File: src/rtl/core/tkmh_pkg.sv
// ----------------------------------------------------------------------------
// tkmh_pkg
// Shared widths, datapath op codes and status struct for the top-k selector.
// ----------------------------------------------------------------------------
package tkmh_pkg;

    localparam int HEAP_SIZE = 20;
    localparam int DOC_W     = 20;
    localparam int SCORE_W   = 16;
    localparam int RANK_W    = 7;
    // heap slots are numbered 1..HEAP_SIZE, slot 0 unused
    localparam int SLOT_W    = $clog2(HEAP_SIZE + 1);
    localparam int OP_W      = 4;

    typedef logic [OP_W-1:0] op_t;

    localparam op_t OP_NOP       = 4'd0;
    localparam op_t OP_ACCEPT    = 4'd1;
    localparam op_t OP_READ_TOP  = 4'd2;
    localparam op_t OP_REPLY     = 4'd3;
    localparam op_t OP_POP       = 4'd4;
    localparam op_t OP_TAKE_LAST = 4'd5;
    localparam op_t OP_SD_ISSUE  = 4'd6;
    localparam op_t OP_SD_EVAL   = 4'd7;
    localparam op_t OP_INSERT    = 4'd8;
    localparam op_t OP_SU_ISSUE  = 4'd9;
    localparam op_t OP_SU_EVAL   = 4'd10;
    localparam op_t OP_REFILL    = 4'd11;

    typedef struct packed {
        logic better;
        logic sd_has_child;
        logic sd_move;
        logic sd_more;
        logic su_has_parent;
        logic su_move;
        logic su_more;
        logic cnt_zero;
    } dp_status_t;

endpackage

File: src/rtl/core/tkmh_datapath.sv
// ----------------------------------------------------------------------------
// tkmh_datapath
// Heap memory with two registered read ports, sift compare logic, entry
// count, held entry and result registers.
// ----------------------------------------------------------------------------
module tkmh_datapath (
    input  logic                          clk,
    input  logic                          rst_n,
    input  tkmh_pkg::op_t                 op,
    input  logic [tkmh_pkg::DOC_W-1:0]    doc_id,
    input  logic [tkmh_pkg::SCORE_W-1:0]  score,
    output tkmh_pkg::dp_status_t          status,
    output logic                          strobe,
    output logic [tkmh_pkg::DOC_W-1:0]    out_doc,
    output logic [tkmh_pkg::SCORE_W-1:0]  out_score,
    output logic [tkmh_pkg::RANK_W-1:0]   rank,
    output logic                          last
);

    localparam logic [tkmh_pkg::SLOT_W-1:0] SLOT_ONE  = tkmh_pkg::SLOT_W'(1);
    localparam logic [tkmh_pkg::SLOT_W-1:0] SLOT_FULL = tkmh_pkg::SLOT_W'(tkmh_pkg::HEAP_SIZE);

    logic [tkmh_pkg::DOC_W-1:0]   mem_doc   [0:tkmh_pkg::HEAP_SIZE];
    logic [tkmh_pkg::SCORE_W-1:0] mem_score [0:tkmh_pkg::HEAP_SIZE];
    logic [tkmh_pkg::HEAP_SIZE:0] valid_reg;

    logic                         rd_en;
    logic [tkmh_pkg::SLOT_W-1:0]  rda_addr;
    logic [tkmh_pkg::SLOT_W-1:0]  rdb_addr;
    logic [tkmh_pkg::DOC_W-1:0]   rda_doc_reg;
    logic [tkmh_pkg::SCORE_W-1:0] rda_score_reg;
    logic                         rda_vld_reg;
    logic [tkmh_pkg::DOC_W-1:0]   rdb_doc_reg;
    logic [tkmh_pkg::SCORE_W-1:0] rdb_score_reg;
    logic                         rdb_vld_reg;

    logic                         wr_en;
    logic [tkmh_pkg::SLOT_W-1:0]  wr_addr;
    logic [tkmh_pkg::DOC_W-1:0]   wr_doc;
    logic [tkmh_pkg::SCORE_W-1:0] wr_score;
    logic                         refill;

    logic [tkmh_pkg::SLOT_W-1:0]  cnt_reg,  cnt_next;
    logic [tkmh_pkg::SLOT_W-1:0]  pos_reg,  pos_next;
    logic [tkmh_pkg::DOC_W-1:0]   hold_doc_reg,   hold_doc_next;
    logic [tkmh_pkg::SCORE_W-1:0] hold_score_reg, hold_score_next;
    logic [tkmh_pkg::DOC_W-1:0]   cand_doc_reg,   cand_doc_next;
    logic [tkmh_pkg::SCORE_W-1:0] cand_score_reg, cand_score_next;
    logic                         strobe_reg, strobe_next;
    logic [tkmh_pkg::DOC_W-1:0]   out_doc_reg,   out_doc_next;
    logic [tkmh_pkg::SCORE_W-1:0] out_score_reg, out_score_next;
    logic [tkmh_pkg::RANK_W-1:0]  rank_reg,  rank_next;
    logic                         last_reg,  last_next;

    // never-written slots read as zero
    logic [tkmh_pkg::DOC_W-1:0]   a_doc, b_doc;
    logic [tkmh_pkg::SCORE_W-1:0] a_score, b_score;

    logic [tkmh_pkg::SLOT_W:0]    c_full, c2_full, cnt_ext;
    logic [tkmh_pkg::SLOT_W-1:0]  c_addr, c1_addr, c2_addr, c2p1_addr;
    logic                         pick_right;
    logic [tkmh_pkg::SLOT_W-1:0]  child_idx;
    logic [tkmh_pkg::DOC_W-1:0]   child_doc;
    logic [tkmh_pkg::SCORE_W-1:0] child_score;
    logic [tkmh_pkg::SLOT_W-1:0]  par_addr, gpar_addr;

    assign a_doc   = rda_vld_reg ? rda_doc_reg   : '0;
    assign a_score = rda_vld_reg ? rda_score_reg : '0;
    assign b_doc   = rdb_vld_reg ? rdb_doc_reg   : '0;
    assign b_score = rdb_vld_reg ? rdb_score_reg : '0;

    // sift-down: children of pos, read in the previous cycle
    assign cnt_ext     = {1'b0, cnt_reg};
    assign c_full      = {pos_reg, 1'b0};
    assign c_addr      = c_full[tkmh_pkg::SLOT_W-1:0];
    assign c1_addr     = c_addr + SLOT_ONE;
    assign pick_right  = (c_full < cnt_ext) && (a_score > b_score);
    assign child_idx   = pick_right ? c1_addr : c_addr;
    assign child_doc   = pick_right ? b_doc   : a_doc;
    assign child_score = pick_right ? b_score : a_score;
    assign c2_full     = {child_idx, 1'b0};
    assign c2_addr     = c2_full[tkmh_pkg::SLOT_W-1:0];
    assign c2p1_addr   = c2_addr + SLOT_ONE;

    // sift-up: parent of pos in port a
    assign par_addr  = pos_reg >> 1;
    assign gpar_addr = par_addr >> 1;

    always_comb
    begin
        status.better        = cand_score_reg > a_score;
        status.sd_has_child  = c_full <= cnt_ext;
        status.sd_move       = child_score < hold_score_reg;
        status.sd_more       = c2_full <= cnt_ext;
        status.su_has_parent = par_addr != '0;
        status.su_move       = a_score > hold_score_reg;
        status.su_more       = gpar_addr != '0;
        status.cnt_zero      = cnt_reg == '0;
    end

    always_comb
    begin
        rd_en           = 1'b0;
        rda_addr        = c_addr;
        rdb_addr        = c1_addr;
        wr_en           = 1'b0;
        wr_addr         = pos_reg;
        wr_doc          = hold_doc_reg;
        wr_score        = hold_score_reg;
        refill          = 1'b0;
        cnt_next        = cnt_reg;
        pos_next        = pos_reg;
        hold_doc_next   = hold_doc_reg;
        hold_score_next = hold_score_reg;
        cand_doc_next   = cand_doc_reg;
        cand_score_next = cand_score_reg;
        strobe_next     = 1'b0;
        out_doc_next    = out_doc_reg;
        out_score_next  = out_score_reg;
        rank_next       = rank_reg;
        last_next       = last_reg;
        case (op)
            tkmh_pkg::OP_ACCEPT:
            begin
                cand_doc_next   = doc_id;
                cand_score_next = score;
                rd_en           = 1'b1;
                rda_addr        = SLOT_ONE;
                rdb_addr        = cnt_reg;
            end
            tkmh_pkg::OP_READ_TOP:
            begin
                rd_en    = 1'b1;
                rda_addr = SLOT_ONE;
                rdb_addr = cnt_reg;
            end
            tkmh_pkg::OP_REPLY:
            begin
                strobe_next    = 1'b1;
                out_doc_next   = a_doc;
                out_score_next = a_score;
                rank_next      = '0;
                last_next      = 1'b1;
            end
            tkmh_pkg::OP_POP:
            begin
                strobe_next     = 1'b1;
                out_doc_next    = a_doc;
                out_score_next  = a_score;
                rank_next       = tkmh_pkg::RANK_W'(cnt_reg);
                last_next       = cnt_reg == SLOT_ONE;
                hold_doc_next   = b_doc;
                hold_score_next = b_score;
                cnt_next        = cnt_reg - SLOT_ONE;
                pos_next        = SLOT_ONE;
            end
            tkmh_pkg::OP_TAKE_LAST:
            begin
                hold_doc_next   = b_doc;
                hold_score_next = b_score;
                cnt_next        = cnt_reg - SLOT_ONE;
                pos_next        = SLOT_ONE;
            end
            tkmh_pkg::OP_SD_ISSUE:
            begin
                if (status.sd_has_child)
                begin
                    rd_en = 1'b1;
                end
                else
                begin
                    wr_en = 1'b1;
                end
            end
            tkmh_pkg::OP_SD_EVAL:
            begin
                wr_en = 1'b1;
                if (status.sd_move)
                begin
                    wr_doc   = child_doc;
                    wr_score = child_score;
                    pos_next = child_idx;
                    if (status.sd_more)
                    begin
                        rd_en    = 1'b1;
                        rda_addr = c2_addr;
                        rdb_addr = c2p1_addr;
                    end
                end
            end
            tkmh_pkg::OP_INSERT:
            begin
                cnt_next        = cnt_reg + SLOT_ONE;
                pos_next        = cnt_reg + SLOT_ONE;
                hold_doc_next   = cand_doc_reg;
                hold_score_next = cand_score_reg;
            end
            tkmh_pkg::OP_SU_ISSUE:
            begin
                if (status.su_has_parent)
                begin
                    rd_en    = 1'b1;
                    rda_addr = par_addr;
                end
                else
                begin
                    wr_en = 1'b1;
                end
            end
            tkmh_pkg::OP_SU_EVAL:
            begin
                wr_en = 1'b1;
                if (status.su_move)
                begin
                    wr_doc   = a_doc;
                    wr_score = a_score;
                    pos_next = par_addr;
                    if (status.su_more)
                    begin
                        rd_en    = 1'b1;
                        rda_addr = gpar_addr;
                    end
                end
            end
            tkmh_pkg::OP_REFILL:
            begin
                refill   = 1'b1;
                cnt_next = SLOT_FULL;
            end
            default:
            begin
                rd_en = 1'b0;
            end
        endcase
    end

    // heap storage, one write and two registered reads per cycle
    always_ff @(posedge clk)
    begin
        if (wr_en)
        begin
            mem_doc[wr_addr]   <= wr_doc;
            mem_score[wr_addr] <= wr_score;
        end
        if (rd_en)
        begin
            rda_doc_reg   <= mem_doc[rda_addr];
            rda_score_reg <= mem_score[rda_addr];
            rda_vld_reg   <= valid_reg[rda_addr];
            rdb_doc_reg   <= mem_doc[rdb_addr];
            rdb_score_reg <= mem_score[rdb_addr];
            rdb_vld_reg   <= valid_reg[rdb_addr];
        end
    end

    always_ff @(posedge clk or negedge rst_n)
    begin
        if (!rst_n)
        begin
            valid_reg  <= '0;
            cnt_reg    <= SLOT_FULL;
            strobe_reg <= 1'b0;
        end
        else
        begin
            if (refill)
            begin
                valid_reg <= '0;
            end
            else if (wr_en)
            begin
                valid_reg[wr_addr] <= 1'b1;
            end
            cnt_reg    <= cnt_next;
            strobe_reg <= strobe_next;
        end
    end

    always_ff @(posedge clk)
    begin
        pos_reg        <= pos_next;
        hold_doc_reg   <= hold_doc_next;
        hold_score_reg <= hold_score_next;
        cand_doc_reg   <= cand_doc_next;
        cand_score_reg <= cand_score_next;
        out_doc_reg    <= out_doc_next;
        out_score_reg  <= out_score_next;
        rank_reg       <= rank_next;
        last_reg       <= last_next;
    end

    assign strobe    = strobe_reg;
    assign out_doc   = out_doc_reg;
    assign out_score = out_score_reg;
    assign rank      = rank_reg;
    assign last      = last_reg;

endmodule

File: src/rtl/core/tkmh_ctrl.sv
// ----------------------------------------------------------------------------
// tkmh_ctrl
// Sequencer for offer and drain: steps the datapath through pop, sift-down,
// insert, sift-up, result and refill.
// ----------------------------------------------------------------------------
module tkmh_ctrl (
    input  logic                 clk,
    input  logic                 rst_n,
    input  logic                 start,
    input  logic                 cmd,
    input  tkmh_pkg::dp_status_t status,
    output tkmh_pkg::op_t        op,
    output logic                 busy
);

    localparam logic [3:0] S_IDLE      = 4'd0;
    localparam logic [3:0] S_CMP       = 4'd1;
    localparam logic [3:0] S_SD_ISSUE  = 4'd2;
    localparam logic [3:0] S_SD_EVAL   = 4'd3;
    localparam logic [3:0] S_INSERT    = 4'd4;
    localparam logic [3:0] S_SU_ISSUE  = 4'd5;
    localparam logic [3:0] S_SU_EVAL   = 4'd6;
    localparam logic [3:0] S_RD_TOP    = 4'd7;
    localparam logic [3:0] S_REPLY     = 4'd8;
    localparam logic [3:0] S_DRN_RD    = 4'd9;
    localparam logic [3:0] S_POP       = 4'd10;
    localparam logic [3:0] S_REFILL    = 4'd11;

    logic [3:0] state_reg, state_next;
    logic       drain_reg, drain_next;
    logic [3:0] sd_done_state;

    // where to go once the moved entry has settled
    always_comb
    begin
        if (!drain_reg)
        begin
            sd_done_state = S_INSERT;
        end
        else if (status.cnt_zero)
        begin
            sd_done_state = S_REFILL;
        end
        else
        begin
            sd_done_state = S_DRN_RD;
        end
    end

    always_comb
    begin
        state_next = state_reg;
        drain_next = drain_reg;
        op         = tkmh_pkg::OP_NOP;
        case (state_reg)
            S_IDLE:
            begin
                if (start)
                begin
                    op         = tkmh_pkg::OP_ACCEPT;
                    drain_next = cmd;
                    state_next = cmd ? S_POP : S_CMP;
                end
            end
            S_CMP:
            begin
                if (status.better)
                begin
                    op         = tkmh_pkg::OP_TAKE_LAST;
                    state_next = S_SD_ISSUE;
                end
                else
                begin
                    op         = tkmh_pkg::OP_REPLY;
                    state_next = S_IDLE;
                end
            end
            S_SD_ISSUE:
            begin
                op         = tkmh_pkg::OP_SD_ISSUE;
                state_next = status.sd_has_child ? S_SD_EVAL : sd_done_state;
            end
            S_SD_EVAL:
            begin
                op = tkmh_pkg::OP_SD_EVAL;
                if (!status.sd_move)
                begin
                    state_next = sd_done_state;
                end
                else if (!status.sd_more)
                begin
                    state_next = S_SD_ISSUE;
                end
            end
            S_INSERT:
            begin
                op         = tkmh_pkg::OP_INSERT;
                state_next = S_SU_ISSUE;
            end
            S_SU_ISSUE:
            begin
                op         = tkmh_pkg::OP_SU_ISSUE;
                state_next = status.su_has_parent ? S_SU_EVAL : S_RD_TOP;
            end
            S_SU_EVAL:
            begin
                op = tkmh_pkg::OP_SU_EVAL;
                if (!status.su_move)
                begin
                    state_next = S_RD_TOP;
                end
                else if (!status.su_more)
                begin
                    state_next = S_SU_ISSUE;
                end
            end
            S_RD_TOP:
            begin
                op         = tkmh_pkg::OP_READ_TOP;
                state_next = S_REPLY;
            end
            S_REPLY:
            begin
                op         = tkmh_pkg::OP_REPLY;
                state_next = S_IDLE;
            end
            S_DRN_RD:
            begin
                op         = tkmh_pkg::OP_READ_TOP;
                state_next = S_POP;
            end
            S_POP:
            begin
                op         = tkmh_pkg::OP_POP;
                state_next = S_SD_ISSUE;
            end
            S_REFILL:
            begin
                op         = tkmh_pkg::OP_REFILL;
                state_next = S_IDLE;
            end
            default:
            begin
                state_next = S_IDLE;
            end
        endcase
    end

    always_ff @(posedge clk or negedge rst_n)
    begin
        if (!rst_n)
        begin
            state_reg <= S_IDLE;
            drain_reg <= 1'b0;
        end
        else
        begin
            state_reg <= state_next;
            drain_reg <= drain_next;
        end
    end

    assign busy = state_reg != S_IDLE;

endmodule

File: src/rtl/core/top_k_min_heap_selector.sv
// ----------------------------------------------------------------------------
// top_k_min_heap_selector
// Keeps the HEAP_SIZE best (doc, score) pairs in an array min-heap; offers
// replace the minimum when strictly better, drains emit all entries in
// ascending score order and then refill the heap with zero entries.
// ----------------------------------------------------------------------------
//
//  channel  | handshake         | word
//  ---------+-------------------+--------------------------------------
//  command  | start, busy       | cmd, doc_id, score
//  result   | strobe            | out_doc, out_score, rank, last
//
// a word is taken at a clock edge with start high and busy low
// offer that does not beat the minimum: the root is read, compared and replied
// offer that replaces the minimum: the last entry moves to the root and sifts
// down, the offer goes in at the end and sifts up, each sift bounded by
// log2(HEAP_SIZE) levels; one heap level per cycle is set by the single write
// port of the heap memory; drain: HEAP_SIZE results, each popped from the root
// and followed by a sift-down, then a refill; reset and refill leave the heap full of zero entries
// results are shown for one cycle on strobe and cannot be held off
//
module top_k_min_heap_selector (
    input  logic                          clk,
    input  logic                          rst_n,
    input  logic                          start,
    output logic                          busy,
    input  logic                          cmd,
    input  logic [tkmh_pkg::DOC_W-1:0]    doc_id,
    input  logic [tkmh_pkg::SCORE_W-1:0]  score,
    output logic                          strobe,
    output logic [tkmh_pkg::DOC_W-1:0]    out_doc,
    output logic [tkmh_pkg::SCORE_W-1:0]  out_score,
    output logic [tkmh_pkg::RANK_W-1:0]   rank,
    output logic                          last
);

    tkmh_pkg::op_t        op;
    tkmh_pkg::dp_status_t status;

    tkmh_ctrl u_ctrl (
        .clk    (clk),
        .rst_n  (rst_n),
        .start  (start),
        .cmd    (cmd),
        .status (status),
        .op     (op),
        .busy   (busy)
    );

    tkmh_datapath u_dp (
        .clk       (clk),
        .rst_n     (rst_n),
        .op        (op),
        .doc_id    (doc_id),
        .score     (score),
        .status    (status),
        .strobe    (strobe),
        .out_doc   (out_doc),
        .out_score (out_score),
        .rank      (rank),
        .last      (last)
    );

endmodule

File: config.mk
export PLATFORM = sky130hd
export DESIGN_NAME = top_k_min_heap_selector
export DESIGN_NICKNAME = d
export VERILOG_FILES = /design/src/rtl/core/tkmh_pkg.sv /design/src/rtl/core/tkmh_datapath.sv /design/src/rtl/core/tkmh_ctrl.sv /design/src/rtl/core/top_k_min_heap_selector.sv
export SDC_FILE = /design/constraint.sdc
export NUM_CORES = 2
export LEC_CHECK = 0
export BUFFER_PORTS_ARGS = -buffer_cell sky130_fd_sc_hd__buf_2
export CAP_MARGIN = 20
export CORE_MARGIN = 3
export CORE_UTILIZATION = 55
export CTS_BUF_LIST = sky130_fd_sc_hd__clkbuf_4
export CTS_CLUSTER_DIAMETER = 40
export CTS_CLUSTER_SIZE = 8
export DETAILED_ROUTE_END_ITERATION = 10
export GPL_ROUTABILITY_DRIVEN = 0
export HOLD_SLACK_MARGIN = 0.1
export PLACE_DENSITY = 0.76
export RECOVER_POWER = 25
export SYNTH_ARGS = -nofsm -noshare
export SYNTH_HDL_FRONTEND = slang
export SYNTH_HIERARCHICAL = 1
export SYNTH_SLANG_ARGS = --single-unit
export TNS_END_PERCENT = 5
File: constraint.sdc
create_clock -name clk -period 10.5 [get_ports clk]
set_clock_uncertainty 0.2 [all_clocks]
set_input_delay 2.1 -clock clk [delete_from_list [all_inputs] [get_ports clk]]
set_output_delay 2.1 -clock clk [all_outputs]
set_load 0.05 [all_outputs]
==> metrics.md <==
| Metric | Value |
|---|---|
| Nets | 4235 |
| Netlist cell types | 90 |
| Reg2Reg Launch Point | u_dp/rdb_vld_reg$_DFFE_PP_ |
| Global route overflow | 0 |
| CTS Root Cell | clkbuf_4 |
| GRT Total Usage | 0.343 |
| Worst Setup End Kind | flip-flop |
| PostCTS Resize Cnt | 0 |
| Synth warn | 6 |
| Io pins | 86 |
| Critical Path RT | 11.09 ns |
| Drt pass-1 iters | 8 |
| Yosys top cell by area | edfxtp_1 |
| WS Path Type | reg -> reg |
| Wire per inst | 30.4 µm |
| Synth area leaders | edfxtp_1 (58%), mux2i_1 (6.0%), nand2_1 (5.7%) |
| Final Util | 0.595 |
| Worst setup SP type | flip-flop |
| Detailed placement HPWL | 88400 µm |
| Placeable core region | 87400 µm² |
| Die ar. | 92400 µm² |
| Clock sink count | 981 |
| Final wirelength | 162000 µm |
| Yosys reg bits | 981 |
| Iter 0 DRT Violations | 6027 |
| DIE HEIGHT | 304 µm |
| Hold path cells | 2 |
| Number of post-CTS setup repair buffers | 0 |
| Placed Instances | 5127 |
| Min Tclk post-route | 9.30 ns |
| Largest register FFs | 420 |
| Setup slack, reg-to-reg | 1.20 ns |
| CTS tree | done |
| Top cells by count, synth | edfxtp_1 (949), nand2_1 (746), mux2i_1 (292), nand3_1 (239), clkbuf_1 (198) |
| Reg2Reg Capture Point | u_dp/rda_doc_reg[17]$_DFFE_PP_ |
| Area growth syn-to-layout | 6.52% |
| Most common cell in the synthesized netlist | edfxtp_1 |
| Row cnt | 108 |
| Total number of vias | 37600 |
| Top-area cell type share of the netlist area | 0.583 |
| Synthesized area per cell | 11.9 µm² |
| Synthesized area | 48800 µm² |
| Hold Startpoint | u_dp/valid_reg[14]$_DFFE_PN0P_ |
| Failing checks | capacitance limit, slew limit |
| Slew Limit Fails | 585 |
| Layout Cells excl Fill | 5346 |
| Setup_tns | 0 ns |
| Crit path DAT | 9.89 ns |
| EDFF count, synth | 949 |
| Via density | 7.04 |
| First-pass GRT wire length | 235000 µm |
| Hold WC Path Type | reg -> reg |
| Final count of hold timing violations | 0 |
| H-Tree Depth | 4 |
| Hold EP | u_dp/valid_reg[14]$_DFFE_PN0P_ |
| Initial Util | 0.559 |
| Hold-fix buffers, CTS | 0 |
| Fin crit share | 0.886 |
| PortBufs | 83 |
| Pin slew with the least headroom to its limit | 4.31 ns |
| Status | finished with violations |
| Vias in the first global route | 36400 |
| Slew margin rel. | -1.87 |
| Post-DRT Antenna Nets | 0 |
| Crit path max fanout | 91 |
| Max Cap Viol | 17 |
| Sequential area share after synthesis | 0.600 |
| Unrepaired setup endpoints after global routing | false |
| Post-synth top flop | edfxtp_1 |
| Clock Tree Buf Depth | 3 |
| CP Launch Point | u_dp/rdb_vld_reg$_DFFE_PP_ |
| Post-synth ARST share | 0.0326 |
| Initial antenna violation count | 8 |
| FMAX | 108 MHz |
| Residual DRC | 0 |
| Clock transition at path regs | 0.09 ns |
| Fraction of layout cells with a size suffix above 1 | 0.128 |
| Largest net degree at the start of global routing | 142 |
| R2r worst-path depth | 24 |
| Cells after synthesis | 4111 |
| Clk_lat worst skew | 1.13 ns |
| # setup viols final | 0 |
| Die W | 304 µm |
| CTS buffer count | 150 |
[metal layers]
layer / vias up / wire length (µm) / GRT usage
met5: - / 7 / 0
met4: 2 / 9660 / 0.191
met3: 753 / 25700 / 0.106
met2: 3412 / 70200 / 0.504
met1: 17900 / 56900 / 0.454
li1: 15600 / - / -
[kinds of logic after synthesis]
group	Yosys count	share of synthesized area
muxes	407	0.0954
AOI/OAI and AO/OA	790	0.112
adders and majority gates	71	0.0181
other	1	0.0000768
buffers and inverters	369	0.0317
and+or+nand+nor	1485	0.142
xor gates and xnor gates	7	0.00126
DFF	981	0.600
[per-stage QoR]
stage	instance area [µm²]	hold WS (ns)	setup WS, ns
after floorplan	48800	0.279	2.88
after global placement	50500	0.299	2.31
after detailed placement	50500	0.320	2.20
after CTS	52200	0.341	2.20
after global routing	52000	0.343	0.921
final	52000	0.341	1.20
[layout make-up]
cell class / count / area (µm²)
Fill cell: 6743 / 35400
Clock buffer: 179 / 1340
Clock inverter: 29 / 294
Inverter: 59 / 224
Tap cell: 1155 / 1450
Antenna cell: 10 / 25.0
Sequential cell: 981 / 29300
Timing Repair Buffer: 171 / 1090
Multi-Input combinational cell: 2762 / 18300
[cell usage in the layout (no fill, tap or decap), types with 24 or more instances in the layout]
cell type	Yosys	routed
inv_1	53	53
a211oi_1	146	146
clkbuf_1	198	63
edfxtp_1	949	949
mux4_2	39	39
a211o_1	41	40
and3_1	155	152
nand3_1	239	237
ha_1	70	70
o22ai_1	78	77
o21ai_0	150	151
mux2i_1	292	292
a21oi_1	104	102
a21oi_2	24	24
dfrtp_1	30	30
mux2_2	75	75
buf_4	10	61
nor2_1	193	176
a221oi_1	38	38
nand2_1	746	741
a221o_1	38	38
clkbuf_4	0	179
buf_2	74	37
o21a_1	41	40
a31oi_1	42	42
[worst max-delay path: stages, from the launching register on]
cell and delay (ns):
edfxtp_1 0.42, buf_4 0.54, nand2_1 0.19, ha_1 0.37, nand3_1 0.13, or3_4 0.39, nor4_1 0.40, a31oi_1 0.23
nand2_1 1.17, inv_1 0.42, ha_1 0.40, and3_1 0.18, nand3_1 0.07, o22a_1 0.31, inv_2 0.17, and3_1 0.21
and4_1 0.22, a2111oi_2 0.55, nand3_4 0.60, buf_12 0.47, buf_4 0.40, mux2_2 0.33, o22ai_1 0.17, o21ai_0 0.10
nor4b_2 0.19
[worst max path at each step]
stage | to | slack (ns)
3_5_place_dp | u_dp/rdb_vld_reg$_DFFE_PP_ | 2.20
4_1_cts | u_dp/rdb_vld_reg$_DFFE_PP_ | 2.20
5_1_grt | u_dp/rdb_vld_reg$_DFFE_PP_ | 0.92
6_report | u_dp/rda_doc_reg[17]$_DFFE_PP_ | 1.20
2_1_floorplan | u_dp/mem_doc[20][0]$_DFFE_PP_ | 2.88
3_3_place_gp | u_dp/rdb_vld_reg$_DFFE_PP_ | 2.31
Power is left out: the tool's default activity adds up to more than one toggle a clock period on the data nets, which glitch-free logic cannot reach.
